**config.mk**
```make
export PLATFORM = sky130hd
export DESIGN_NAME = sus_ctrl
export DESIGN_NICKNAME = d
export VERILOG_FILES = /design/src/rtl/core/sus_pkg.sv /design/src/rtl/core/sus_ctrl.sv
export SDC_FILE = /design/constraint.sdc
export NUM_CORES = 1
export LEC_CHECK = 0
export ABC_AREA = 1
export CAP_MARGIN = 20
export CORE_AREA = 5 5 42 44
export CTS_BUF_LIST = sky130_fd_sc_hd__clkbuf_8
export DETAILED_ROUTE_END_ITERATION = 6
export DIE_AREA = 0 0 47 49
export DONT_BUFFER_PORTS = 1
export PLACE_DENSITY = 0.51
export SLEW_MARGIN = 20
export SYNTH_ARGS = -nofsm -noshare
export SYNTH_HDL_FRONTEND = slang
export SYNTH_SLANG_ARGS = --single-unit
export TNS_END_PERCENT = 1
```
**constraint.sdc**
```tcl
create_clock -name clk_i -period 1.28 [get_ports clk_i]
set_input_delay 0.256 -clock clk_i [delete_from_list [all_inputs] [get_ports clk_i]]
set_output_delay 0.256 -clock clk_i [all_outputs]
set_load 0.005 [all_outputs]
```
**src/rtl/core/sus_pkg.sv**
```systemverilog
// Shared types and codes for the sorted unique key set.
package sus_pkg;

  typedef enum logic [1:0] {
    CMD_ADD    = 2'd0,
    CMD_REMOVE = 2'd1,
    CMD_QUERY  = 2'd2,
    CMD_READ   = 2'd3
  } sus_cmd_e;

  typedef enum logic [1:0] {
    ST_DONE      = 2'd0,
    ST_NO_CHANGE = 2'd1,
    ST_FULL      = 2'd2,
    ST_RANGE     = 2'd3
  } sus_status_e;

  typedef enum logic [2:0] {
    S_IDLE,
    S_PROBE,
    S_COMPARE,
    S_DECIDE,
    S_SHIFT_UP,
    S_SHIFT_DOWN,
    S_READ,
    S_RESP
  } sus_state_e;

  typedef struct packed {
    logic [1:0]  command;
    logic [31:0] key;
    logic [7:0]  position;
  } sus_req_t;

  typedef struct packed {
    logic        found;
    logic [8:0]  slot;
    logic [31:0] entry_value;
    logic [8:0]  entries_used;
    logic [1:0]  status;
  } sus_rsp_t;

  // Commands from the controller to the datapath.
  typedef struct packed {
    logic load_req;
    logic probe_rd;
    logic probe_cmp;
    logic init_up;
    logic init_down;
    logic up_step;
    logic down_step;
    logic place_key;
    logic drop_key;
    logic read_entry;
    logic rsp_load;
  } sus_ctl_t;

  // Status from the datapath to the controller.
  typedef struct packed {
    logic is_read;
    logic is_add;
    logic is_remove;
    logic search_done;
    logic hit;
    logic full;
    logic up_done;
    logic down_done;
    logic out_busy;
  } sus_sts_t;

endpackage

```
**src/rtl/core/sus_ctrl.sv**
```systemverilog
// Controller state machine of the sorted unique key set.
module sus_ctrl (
  input  logic              clk_i,
  input  logic              rst_ni,
  input  logic              in_valid_i,
  output logic              in_ready_o,
  input  sus_pkg::sus_sts_t sts_i,
  output sus_pkg::sus_ctl_t ctl_o
);
  import sus_pkg::*;

  sus_state_e state_q, state_d;

  always_ff @(posedge clk_i or negedge rst_ni) begin
    if (!rst_ni) begin
      state_q <= S_IDLE;
    end else begin
      state_q <= state_d;
    end
  end

  assign in_ready_o = (state_q == S_IDLE);

  always_comb begin
    state_d = state_q;
    ctl_o   = '0;
    unique case (state_q)
      S_IDLE: begin
        if (in_valid_i) begin
          ctl_o.load_req = 1'b1;
          state_d        = S_PROBE;
        end
      end
      S_PROBE: begin
        if (sts_i.is_read) begin
          state_d = S_READ;
        end else if (sts_i.search_done) begin
          state_d = S_DECIDE;
        end else begin
          ctl_o.probe_rd = 1'b1;
          state_d        = S_COMPARE;
        end
      end
      S_COMPARE: begin
        ctl_o.probe_cmp = 1'b1;
        state_d         = S_PROBE;
      end
      S_DECIDE: begin
        if (sts_i.is_add && !sts_i.hit && !sts_i.full) begin
          ctl_o.init_up = 1'b1;
          state_d       = S_SHIFT_UP;
        end else if (sts_i.is_remove && sts_i.hit) begin
          ctl_o.init_down = 1'b1;
          state_d         = S_SHIFT_DOWN;
        end else begin
          state_d = S_RESP;
        end
      end
      S_SHIFT_UP: begin
        if (sts_i.up_done) begin
          ctl_o.place_key = 1'b1;
          state_d         = S_RESP;
        end else begin
          ctl_o.up_step = 1'b1;
        end
      end
      S_SHIFT_DOWN: begin
        if (sts_i.down_done) begin
          ctl_o.drop_key = 1'b1;
          state_d        = S_RESP;
        end else begin
          ctl_o.down_step = 1'b1;
        end
      end
      S_READ: begin
        ctl_o.read_entry = 1'b1;
        state_d          = S_RESP;
      end
      S_RESP: begin
        if (!sts_i.out_busy) begin
          ctl_o.rsp_load = 1'b1;
          state_d        = S_IDLE;
        end
      end
      default: state_d = S_IDLE;
    endcase
  end

  a_accept_leaves_idle: assert property (@(posedge clk_i) disable iff (!rst_ni)
    (in_valid_i && in_ready_o) |=> (state_q == S_PROBE))
    else $error("accepted request did not start a search");

  a_shift_only_on_change: assert property (@(posedge clk_i) disable iff (!rst_ni)
    (state_q == S_SHIFT_UP) |-> (sts_i.is_add && !sts_i.hit && !sts_i.full))
    else $error("insert shift entered for a request that changes nothing");

endmodule

```
==> summary.md, run 1 <==
| Metric | Value |
|---|---|
| Ranking of synthesized cells by area | `dfrtp_1 21%, nand2_1 14%, inv_1 10%, buf_6 9.3%, nand3_1 8.2%` |
| Total power | `1380 uW` |
| Pwr/cell area | `2614 nW/um^2` |
| Commonest non-fill, non-tap cell in the layout | `nand2_1` |
| Combinational Power Share | `62.9%` |
| P_leak | `0.0002704 uW` |
| Net switching power | `645.4 uW` |
| Synth area leader | `dfrtp_1` |
| Worst-Skew Late Latency | `0.21 ns` |
| Worst clock skew | `0.00007176 ns` |
| Hold Crit Class | `in2reg` |
| Worst IR Drop VDD | `0.7882 mV` |
| Startpoint types | `register` |
| Cell Area, Synth | `364.1 sq um` |
| DRC Markers | `0` |
| RSZ-0062 raised after global routing | `true` |
| Root cell of the clock tree | `clkbuf_8` |
| Sequential share of the synthesized area | `20.62%` |
| Initial cell density of the core | `25.98%` |
| Initial DRC count | `6` |
| Measured slew at the worst slew-check pin | `0.2365 ns` |
| GRT Max-Usage Layer | `met2` |
| Flop pwr share | `17.9%` |
| CTS tree | `done` |
| Final ANT Viol Nets | `0` |
| Drt pass-1 iters | `4` |
| Final Worst Setup Slack | `-0.05382 ns` |
| Area of the die | `2303 sq um` |
| H-tree levels | `1` |
| Failing checks | `negative setup slack` |
| Placement Setup Slack | `0.06998 ns` |
| Vias in the first global route | `435` |
| I/O pins | `24` |
| Die X | `47 microns` |
| Post-Syn Nets | `73` |
| Worst EP arrival | `1.08 ns` |
| Vias | `430` |
| Worst Path Max Fanout | `6` |
| Final hold violation count | `0` |
| Flip-flop and latch area | `77.57 sq um` |
| Status | `complete, but fails checks` |
| Seq cells post-synth | `3` |
| WL final | `1036 microns` |
| Initial antenna violation count | `0` |
| Clock power frac | `19.2%` |
| Distinct cells, synth | `15` |
| Switching Share | `46.75%` |
| Synthesis Warnings | `0` |
| Rel. slew slack | `84.11%` |
| Reg2reg path depth | `6` |
| Total track usage | `10.15%` |
| Met3 usage in global routing | `4.797%` |
| TritonCTS buffer count | `3` |
| Met2 Usage GRT | `15.16%` |
| Worst reg2reg startpoint | `state_q[0]` |
| Grt total ovfl | `0` |
| CP Class | `reg2out` |
| Fillcell total | `160` |
| Internal power | `735.1 uW` |
| Fmax | `749.7 MHz` |
| Footprint of the multi-input gates | `262.8 sq um` |
| Wire length of the first global-routing pass | `1642 microns` |
| Largest net degree at the start of global routing | `8` |
| Worst hold start | `sts_i[0]` |
| Fin crit share | `104.2%` |
| Worst path required time | `1.02 ns` |
| CP Launch Point | `state_q[2]` |
| Layout net count | `85` |
| Core Region | `1401 sq um` |
| P&R area growth vs syn | `45.02%` |
| Die Y-Extent | `49 microns` |
| Ant. Diodes | `0` |
| Routed WL per cell | `11.77 microns` |
| Final setup violation count | `8` |
| Top reg by flops | `state_q` |
| Number of I/O port buffers | `0` |
| Synth Instances | `61` |
| Layout cells sized above 1 | `45.83%` |
| Gpl congestion | `0.7712` |
| Clock Pin Slew Worst Setup and Hold Paths | `0.03 ns` |
| WHS Path Cells | `2` |
| CTS Sinks | `3` |
| Top Registers | `state_q x3` |
| Syn Area/Cell | `5.969 sq um` |
| Critical Path End Type | `output pin` |
| Yosys top cell area share | `20.62%` |
| Clk buf depth | `2` |
| Fin crit period | `1.334 ns` |
| Most frequent cells in the layout | `13 x nand2_1, 8 x inv_1, 8 x buf_4` |
| Max-cap viol count | `0` |
| Post-DR vias/cell | `4.886` |
| Post-DP HPWL | `764.8 microns` |
| Largest register FFs | `3` |
| Core Rows | `14` |
| Max Slew Vio Count | `0` |
| M1 GR Usage | `10.13%` |
path summary, 6_finish.rpt:
check	endpoint	slack [ns]
min in group asynchronous	state_q[2]	0.29
setup / recovery	ctl_o[3]	-0.05
max in group asynchronous	state_q[1]	0.83
hold / removal	state_q[1]	0.25
hold reg to reg	state_q[2]	0.74
setup reg to reg	state_q[2]	0.03
routing by layer:
metal,vias to the layer above,routed length [microns]
met5,-,0
met4,0,0
met3,0,78
met2,18,530
met1,196,426
li1,216,-
power by group through the flow:
stage          logic [uW]  registers [uW]  clock network, uW
2_1_floorplan         629             172                  0
3_3_place_gp          639             261                  0
3_5_place_dp          635             267                  0
4_1_cts               845             246                268
5_1_grt               965             259                290
6_report              869             247                265
per-stage QoR:
stage                     setup TNS (ns)  cells  hold WS (ns)  cell area, sq um  utilization [%]
after detailed placement               0     79      -0.03951             387.9            27.68
after global routing              -1.009     88        0.2708             528.0            37.68
final                            -0.2607     88        0.2481             528.0            37.68
after floorplan                        0     61      -0.03959             364.1                -
after CTS                        -0.3440     88        0.2149             515.5            36.79
after global placement                 0     79      -0.03950             387.9            27.68
cell families (layout without fill, tap and decap cells):
kind of cell | count (synthesis) | in the layout | share of synthesized area [%]
buf+inv | 14 | 25 | 20.62
compound gates | 3 | 3 | 4.123
simple gates | 41 | 41 | 54.64
flops | 3 | 3 | 20.62
Yosys cell counts:
cell / number
nand2_1: 14
inv_1: 10
nor2_1: 7
nand3_1: 6
nor3_1: 5
buf_6: 3
dfrtp_1: 3
nor2_2: 3
o21ai_0: 3
nand4_1: 2
inv_2: 1
nand2_2: 1
nand2_4: 1
nand3_2: 1
nor4_1: 1
worst max-delay path, stage by stage, from the launching register on:
cell	delay, ns
dfrtp_1	0.39
inv_2	0.10
nor4_2	0.23
buf_4	0.15
area by class of cell:
cell class,instances,area share [%]
multi-input combinational,44,49.76
timing repair buffer,10,15.40
sequential,3,14.69
clock buffer,3,7.820
inverter,11,7.820
tap,16,3.791
clock inverter,1,0.7109
timing repair:
item                                    4_1_cts  5_1_grt
endpoints found under the hold margin         3        0
endpoints found under the setup margin       12       15
setup buffers                                 4        0
pin swaps                                     1        0
cloned                                        0        0
gates resized for setup                      14        4
hold buffers                                  1        0
No activity file was read; power rests on OpenSTA's default activity.
==> run 2: changes to the inputs <==
--- a/config.mk
+++ b/config.mk
@@ -5,14 +5,14 @@
 export SDC_FILE = /design/constraint.sdc
 export NUM_CORES = 1
 export LEC_CHECK = 0
-export ABC_AREA = 1
+export ABC_AREA = 0
 export CAP_MARGIN = 20
 export CORE_AREA = 5 5 42 44
 export CTS_BUF_LIST = sky130_fd_sc_hd__clkbuf_8
 export DETAILED_ROUTE_END_ITERATION = 6
 export DIE_AREA = 0 0 47 49
 export DONT_BUFFER_PORTS = 1
-export PLACE_DENSITY = 0.51
+export PLACE_DENSITY = 0.45
 export SLEW_MARGIN = 20
 export SYNTH_ARGS = -nofsm -noshare
 export SYNTH_HDL_FRONTEND = slang
==> run 2 against run 1 <==
Critical endpoint is now ctl_o[5]. Area after synthesis down 20%. Core utilization up 1.5 points. Critical path depth down 1. Largest cell class unchanged. Sequential power down 11%. Total power down 7.0%. Sequential share of layout area down 0.57 points. The flow still finishes with violations (negative setup slack).
==> summary.md, run 2 <==
| Metric | Value |
|---|---|
| Status | `complete, but fails checks` |
| Failing checks | `negative setup slack` |
| RSZ-0062 raised after global routing | `true` |
| TritonCTS buffer count | `3 (unchanged)` |
| Final setup violation count | `13 (+5)` |
| Post-DP HPWL | `738.6 microns (-3.4%)` |
| Die X | `47 microns (unchanged)` |
| Final hold violation count | `0 (unchanged)` |
| Delay-heaviest family, CP | `flip-flops` |
| Max incr delay on CP | `0.47 ns (+0.08 ns)` |
| Predominant post-synthesis flop cell | `dfrtp_1` |
| Total track usage | `10.15% (unchanged)` |
| Worst Path Max Fanout | `6 (unchanged)` |
| Max-cap viol count | `0 (unchanged)` |
| Async S/R FF share, synth | `100.0% (unchanged)` |
| Wire length of the first global-routing pass | `1669 microns (+1.6%)` |
| Yosys top cell area share | `25.86% (+5.2 points)` |
| Cell Area, Synth | `290.3 sq um (-20%)` |
| Synth area leader | `dfrtp_1` |
| Fin crit share | `106.7% (+2.4 points)` |
| Ant. Diodes | `0 (unchanged)` |
| Setup tns final | `-0.4977 ns (-0.2370 ns)` |
| DRC Markers | `0 (unchanged)` |
| Initial cell density of the core | `20.71% (-5.3 points)` |
| Hold Crit Class | `in2reg` |
| Largest net degree at the start of global routing | `10 (+2)` |
| Worst EP arrival | `1.11 ns (+0.03 ns)` |
| Top Registers | `state_q x3` |
| CTS Sinks | `3 (unchanged)` |
| Final ANT Viol Nets | `0 (unchanged)` |
| Root cell of the clock tree | `clkbuf_8` |
| EDFF count, synth | `0 (unchanged)` |
| Grt total ovfl | `0 (unchanged)` |
| Die Y-Extent | `49 microns (unchanged)` |
| Drt pass-1 iters | `4 (unchanged)` |
| Core Rows | `14 (unchanged)` |
| Core Region | `1401 sq um (unchanged)` |
| Vias in the first global route | `414 (-4.8%)` |
| Worst clock skew | `0.003400 ns (+0.003328 ns)` |
| CP Class | `reg2out` |
| Hold slack | `0.2447 ns (-0.003424 ns)` |
| Critical Path End Type | `output pin` |
| Area of the die | `2303 sq um (unchanged)` |
| Seq cells post-synth | `3 (unchanged)` |
| Gpl congestion | `0.7354 (-4.6%)` |
| Startpoint types | `register` |
| Worst IR Drop VDD | `1.080 mV (+37%)` |
| P_leak | `0.0002165 uW (-20%)` |
| Post-DR vias/cell | `5.382 (+10%)` |
| Measured slew at the worst slew-check pin | `0.4518 ns (+0.2153 ns)` |
| Fmax | `732.5 MHz (-2.3%)` |
| I/O pins | `24 (unchanged)` |
| Initial antenna violation count | `0 (unchanged)` |
| Syn Area/Cell | `7.257 sq um (+22%)` |
| Layout net count | `65 (-24%)` |
| Rel. slew slack | `69.80% (-14 points)` |
| WP buf/inv | `1 (-1)` |
| Top-count cell post-synth | `nor3_1` |
| Routed WL per cell | `14.68 microns (+25%)` |
| WL final | `998 microns (-3.7%)` |
| Max Slew Vio Count | `0 (unchanged)` |
| CTS tree | `done` |
| Pwr/cell area | `2338 nW/um^2 (-11%)` |
| Most frequent cells in the layout | `7 x buf_4, 4 x nor3_2, 3 x clkbuf_8, 3 x buf_6` |
| Commonest non-fill, non-tap cell in the layout | `buf_4` |
| Layout cells sized above 1 | `61.54% (+16 points)` |
| Initial DRC count | `6 (unchanged)` |
| Synth Instances | `40 (-34%)` |
| Critical path cell sequence | `nor4_2 -> buf_4` |
| H-tree levels | `1 (unchanged)` |
| Clock Pin Slew Worst Setup and Hold Paths | `0.03 ns (about the same)` |
| Fin crit period | `1.365 ns (+0.03130 ns)` |
| CP max stage cell | `dfrtp_2` |
| Clk buf depth | `2 (unchanged)` |
| Vias | `366 (-15%)` |
| P&R area growth vs syn | `89.22%` |
| Worst-Skew Late Latency | `0.22 ns (about the same)` |
| Top reg by flops | `state_q` |
| Placement Setup Slack | `-0.04163 ns (-0.1116 ns)` |
| Final Worst Setup Slack | `-0.08512 ns (-0.03130 ns)` |
| Sequential share of the synthesized area | `25.86% (+5.2 points)` |
| Synthesis Warnings | `0 (unchanged)` |
| Ranking of synthesized cells by area | `dfrtp_1 26%, nor3_1 10%, and2_1 6.5%, nor4b_1 6.0%, o21ai_0 5.2%` |
| Post-Syn Nets | `52 (-29%)` |
| Distinct cells, synth | `21 (+6)` |
| Worst path required time | `1.02 ns (about the same)` |
| Number of I/O port buffers | `0 (unchanged)` |
| Largest register FFs | `3 (unchanged)` |
## run 2: cell types whose count changed after synthesis, moves of 2 or more
| cell | delta |
|---|---|
| and2_1 | +3 |
| buf_6 | -3 |
| nor2_2 | -3 |
| inv_1 | -8 |
| nand2_1 | -11 |
| nand3_1 | -5 |
| nor2_1 | -4 |
| nor4b_1 | +2 |
| nor2b_1 | +2 |
| buf_2 | +2 |
| nand4_1 | -2 |
## run 2: worst reg2reg max path, cell delays in order, from the launching register on
cell,delay (ns)
dfrtp_2,0.43
and2_1,0.15
a2111oi_1,0.46
a41oi_1,0.10
## run 2: cells by family after synthesis
family / synth area share (%)
AND/OR/NAND/NOR: 44.83
AO/OA/AOI/OAI: 21.98
buffers and inverters: 7.327
flip-flops: 25.86
## run 2: power breakdown
group	total (uW)	internal [uW]	leakage [uW]	switching (uW)
clock network	270	204	0.0000269	65.2
registers	221	145	0.0000310	75.2
logic	794	387	0.000159	407
## run 2: cell type report
| type | instances | area, sq um |
|---|---|---|
| multi-input combinational | 32 | 300.3 |
| clock inverter | 1 | 3.754 |
| sequential | 3 | 77.57 |
| fill | 154 | 852.1 |
| inverter | 2 | 10.01 |
| timing repair buffer | 11 | 96.34 |
| tap | 16 | 20.02 |
| clock buffer | 3 | 41.29 |
## run 2: final timing paths
check,from,end,slack [ns],cells after the start
max in group asynchronous,rst_ni,state_q[2],0.83,1
max reg2reg,state_q[2],state_q[0],-0.01,3
min,sts_i[0],state_q[2],0.24,2
min reg2reg,state_q[2],state_q[2],0.68,2
max,state_q[0],ctl_o[5],-0.09,2
min in group asynchronous,rst_ni,state_q[1],0.29,1
## run 2: stage by stage
step / power (uW) / cell area [sq um] / utilization, % / cells
floorplan: 516.0 / 290.3 / - / 40
global placement: 676.3 / 349.1 / 24.91 / 60
detailed placement: 680.7 / 349.1 / 24.91 / 60
CTS: 1137 / 489.2 / 34.91 / 67
global route: 1386 / 549.3 / 39.20 / 68
finish: 1284 / 549.3 / 39.20 / 68
## run 2: what timing repair did
item | CTS | global route
endpoints found under the setup margin | 13 | 14
hold buffers | 1 | 0
cloned | 0 | 0
setup buffers | 2 | 1
endpoints found under the hold margin | 3 | 0
gates resized for setup | 18 | 12
pin swaps | 7 | 1
## run 2: metal layers
metal | track usage [%] | share of wire [%]
met5 | 0 | 0
met4 | 8.295 | 2.3
met3 | 2.952 | 8.5
met2 | 14.25 | 53
met1 | 12.11 | 36
==> run 3: changes to the inputs <==
--- a/config.mk
+++ b/config.mk
@@ -13,6 +13,7 @@
 export DIE_AREA = 0 0 47 49
 export DONT_BUFFER_PORTS = 1
 export PLACE_DENSITY = 0.45
+export SETUP_SLACK_MARGIN = 0.4
 export SLEW_MARGIN = 20
 export SYNTH_ARGS = -nofsm -noshare
 export SYNTH_HDL_FRONTEND = slang
==> run 3 against run 2 <==
The run still ends with negative setup slack left. Maximum frequency decreased by 0.61%. Clock skew decreased by 0.0027 ns. Setup slack got worse by 0.0084 ns. Combinational power decreased by 7.4%. Cell area decreased by 0.46%. Non-clock buffer count increased by 1. Global-route usage decreased by 0.97 points. Critical endpoint is now ctl_o[10]. Largest power group unchanged.
==> summary.md, run 3 (synthesis gave the netlist of run 2 again) <==
| Metric | Value |
|---|---|
| Core Region | `1401 sq um (unchanged)` |
| Core Rows | `14 (unchanged)` |
| Measured slew at the worst slew-check pin | `0.4277 ns (-0.02413 ns)` |
| Final ANT Viol Nets | `0 (unchanged)` |
| P&R area growth vs syn | `88.36%` |
| Post-DR vias/cell | `5.130 (-4.7%)` |
| Layout cells sized above 1 | `62.26% (+0.73 points)` |
| Root cell of the clock tree | `clkbuf_8` |
| Worst clock skew | `0.0006924 ns (-0.002707 ns)` |
| Delay-heaviest family, CP | `flip-flops` |
| Post-DP HPWL | `718.9 microns (-2.7%)` |
| Commonest non-fill, non-tap cell in the layout | `buf_4` |
| Wire length of the first global-routing pass | `1628 microns (-2.5%)` |
| WL final | `986 microns (-1.2%)` |
| Max incr delay on CP | `0.43 ns (-0.04 ns)` |
| Fin crit period | `1.374 ns (+0.008425 ns)` |
| Initial antenna violation count | `0 (unchanged)` |
| Worst EP arrival | `1.12 ns (about the same)` |
| Fillcell total | `148 (-3.9%)` |
| Final hold violation count | `0 (unchanged)` |
| Routed WL per cell | `14.29 microns (-2.6%)` |
| Worst path required time | `1.02 ns (about the same)` |
| Setup tns final | `-0.6345 ns (-0.1368 ns)` |
| WP buf/inv | `1 (unchanged)` |
| Non-Filler Instances | `69 (+1.5%)` |
| Placed insts | `60 (unchanged)` |
| Final Worst Setup Slack | `-0.09355 ns (-0.008426 ns)` |
| Layout net count | `66 (+1.5%)` |
| Fmax | `728.0 MHz (-0.61%)` |
| Hold Crit Class | `in2reg` |
| Final setup violation count | `12 (-1)` |
| DRC Markers | `0 (unchanged)` |
| Drt pass-1 iters | `4 (unchanged)` |
| RSZ-0062 raised after global routing | `true` |
| P_leak | `0.0002124 uW (-1.9%)` |
| Design area | `546.8 sq um (-0.46%)` |
| Initial DRC count | `4 (-2)` |
| Total track usage | `9.181% (-0.97 points)` |
| Rel. slew slack | `70.75% (+0.95 points)` |
| H-tree levels | `1 (unchanged)` |
| Placement Setup Slack | `0.03765 ns (+0.07928 ns)` |
| Startpoint types | `register` |
| Largest register FFs | `3 (unchanged)` |
| CTS Sinks | `3 (unchanged)` |
| CP max stage cell | `dfrtp_2` |
| Util after Layout | `39.02% (-0.18 points)` |
| Pwr/cell area | `2310 nW/um^2 (-1.2%)` |
| Number of I/O port buffers | `0 (unchanged)` |
| Area of the die | `2303 sq um (unchanged)` |
| Worst IR Drop VDD | `1.017 mV (-5.8%)` |
| Ant. Diodes | `0 (unchanged)` |
| Vias | `354 (-3.3%)` |
| Top reg by flops | `state_q` |
| Largest net degree at the start of global routing | `11 (+1)` |
| Vias in the first global route | `390 (-5.8%)` |
| Top Registers | `state_q x3` |
| CTS tree | `done` |
| Status | `complete, but fails checks` |
| Die X | `47 microns (unchanged)` |
| Initial cell density of the core | `20.71% (unchanged)` |
| Grt total ovfl | `0 (unchanged)` |
| I/O pins | `24 (unchanged)` |
| CP Class | `reg2out` |
| Clk buf depth | `2 (unchanged)` |
| Most frequent cells in the layout | `6 x buf_4, 4 x nor3_2, 4 x buf_6` |
| TritonCTS buffer count | `3 (unchanged)` |
| Worst-Skew Late Latency | `0.21 ns (about the same)` |
| Critical path cell sequence | `buf_6 -> nor3_4 -> and2_4` |
| Max-cap viol count | `0 (unchanged)` |
| Failing checks | `negative setup slack` |
| Critical Path End Type | `output pin` |
| Gpl congestion | `0.7291 (-0.86%)` |
| Placed cell area | `360.3 sq um (+3.2%)` |
| Fin crit share | `107.3% (+0.66 points)` |
| Clock Pin Slew Worst Setup and Hold Paths | `0.03 ns (about the same)` |
| Max Slew Vio Count | `0 (unchanged)` |
| Worst Path Max Fanout | `5 (-1)` |
| Die Y-Extent | `49 microns (unchanged)` |
-- run 3: layer usage --
| metal | vias to the layer above | GRT usage, % | share of wire, % |
|---|---|---|---|
| met1 | 169 | 9.978 | 37 |
| met3 | 0 | 2.952 | 9.7 |
| met5 | - | 0 | 0 |
| met4 | 0 | 4.147 | 0 |
| met2 | 10 | 15.38 | 54 |
| li1 | 175 | - | - |
-- run 3: path summary, 6_finish.rpt --
check | startpoint | end | slack, ns | cells past startpoint
worst min register to register | state_q[2] | state_q[2] | 0.65 | 2
min in group asynchronous | rst_ni | state_q[0] | 0.29 | 1
worst min-delay path | sts_i[0] | state_q[2] | 0.22 | 2
max in group asynchronous | rst_ni | state_q[1] | 0.83 | 1
worst max register to register | state_q[1] | state_q[0] | 0 | 3
worst max-delay path | state_q[2] | ctl_o[10] | -0.09 | 3
-- run 3: layout make-up --
type                    count  area [sq um]  area share, %
flip-flops and latches      3         78.83          14.42
multi-input cells          32         287.8          52.63
well taps                  16         20.02          3.661
inverters                   2         10.01          1.831
repair buffers             12         105.1          19.22
clock buffers               3         41.29          7.551
clock inverters             1         3.754         0.6865
-- run 3: report_power, final --
part | internal [uW] | switching [uW] | total [uW] | leakage, uW
clock | 204 | 57.4 | 261 | 0.0000269
sequential | 148 | 118 | 267 | 0.0000300
combinational | 384 | 351 | 735 | 0.000155
-- run 3: per-stage QoR --
| stage | total power [uW] | hold WS [ns] |
|---|---|---|
| final | 1263 | 0.2241 |
| after CTS | 1203 | 0.2218 |
| after global placement | 684.2 | -0.03950 |
| after global routing | 1370 | 0.2413 |
| after floorplan | 528.5 | -0.03959 |
| after detailed placement | 682.7 | -0.03950 |
-- run 3: worst register-to-register path, delay by kind of cell, from the launching register on --
family	cells	cell delay (ns)
AOI/OAI and AO/OA	2	0.49
DFF	1	0.48
buffers and inverters	1	0.15
-- run 3: repair_timing --
action	4_1_cts	5_1_grt
pin swaps	8	4
gates resized for setup	22	6
buffers inserted	2	1
endpoints found under the hold margin	3	0
setup endpoints to repair	15	15
cloned	0	1
hold buffers	1	0
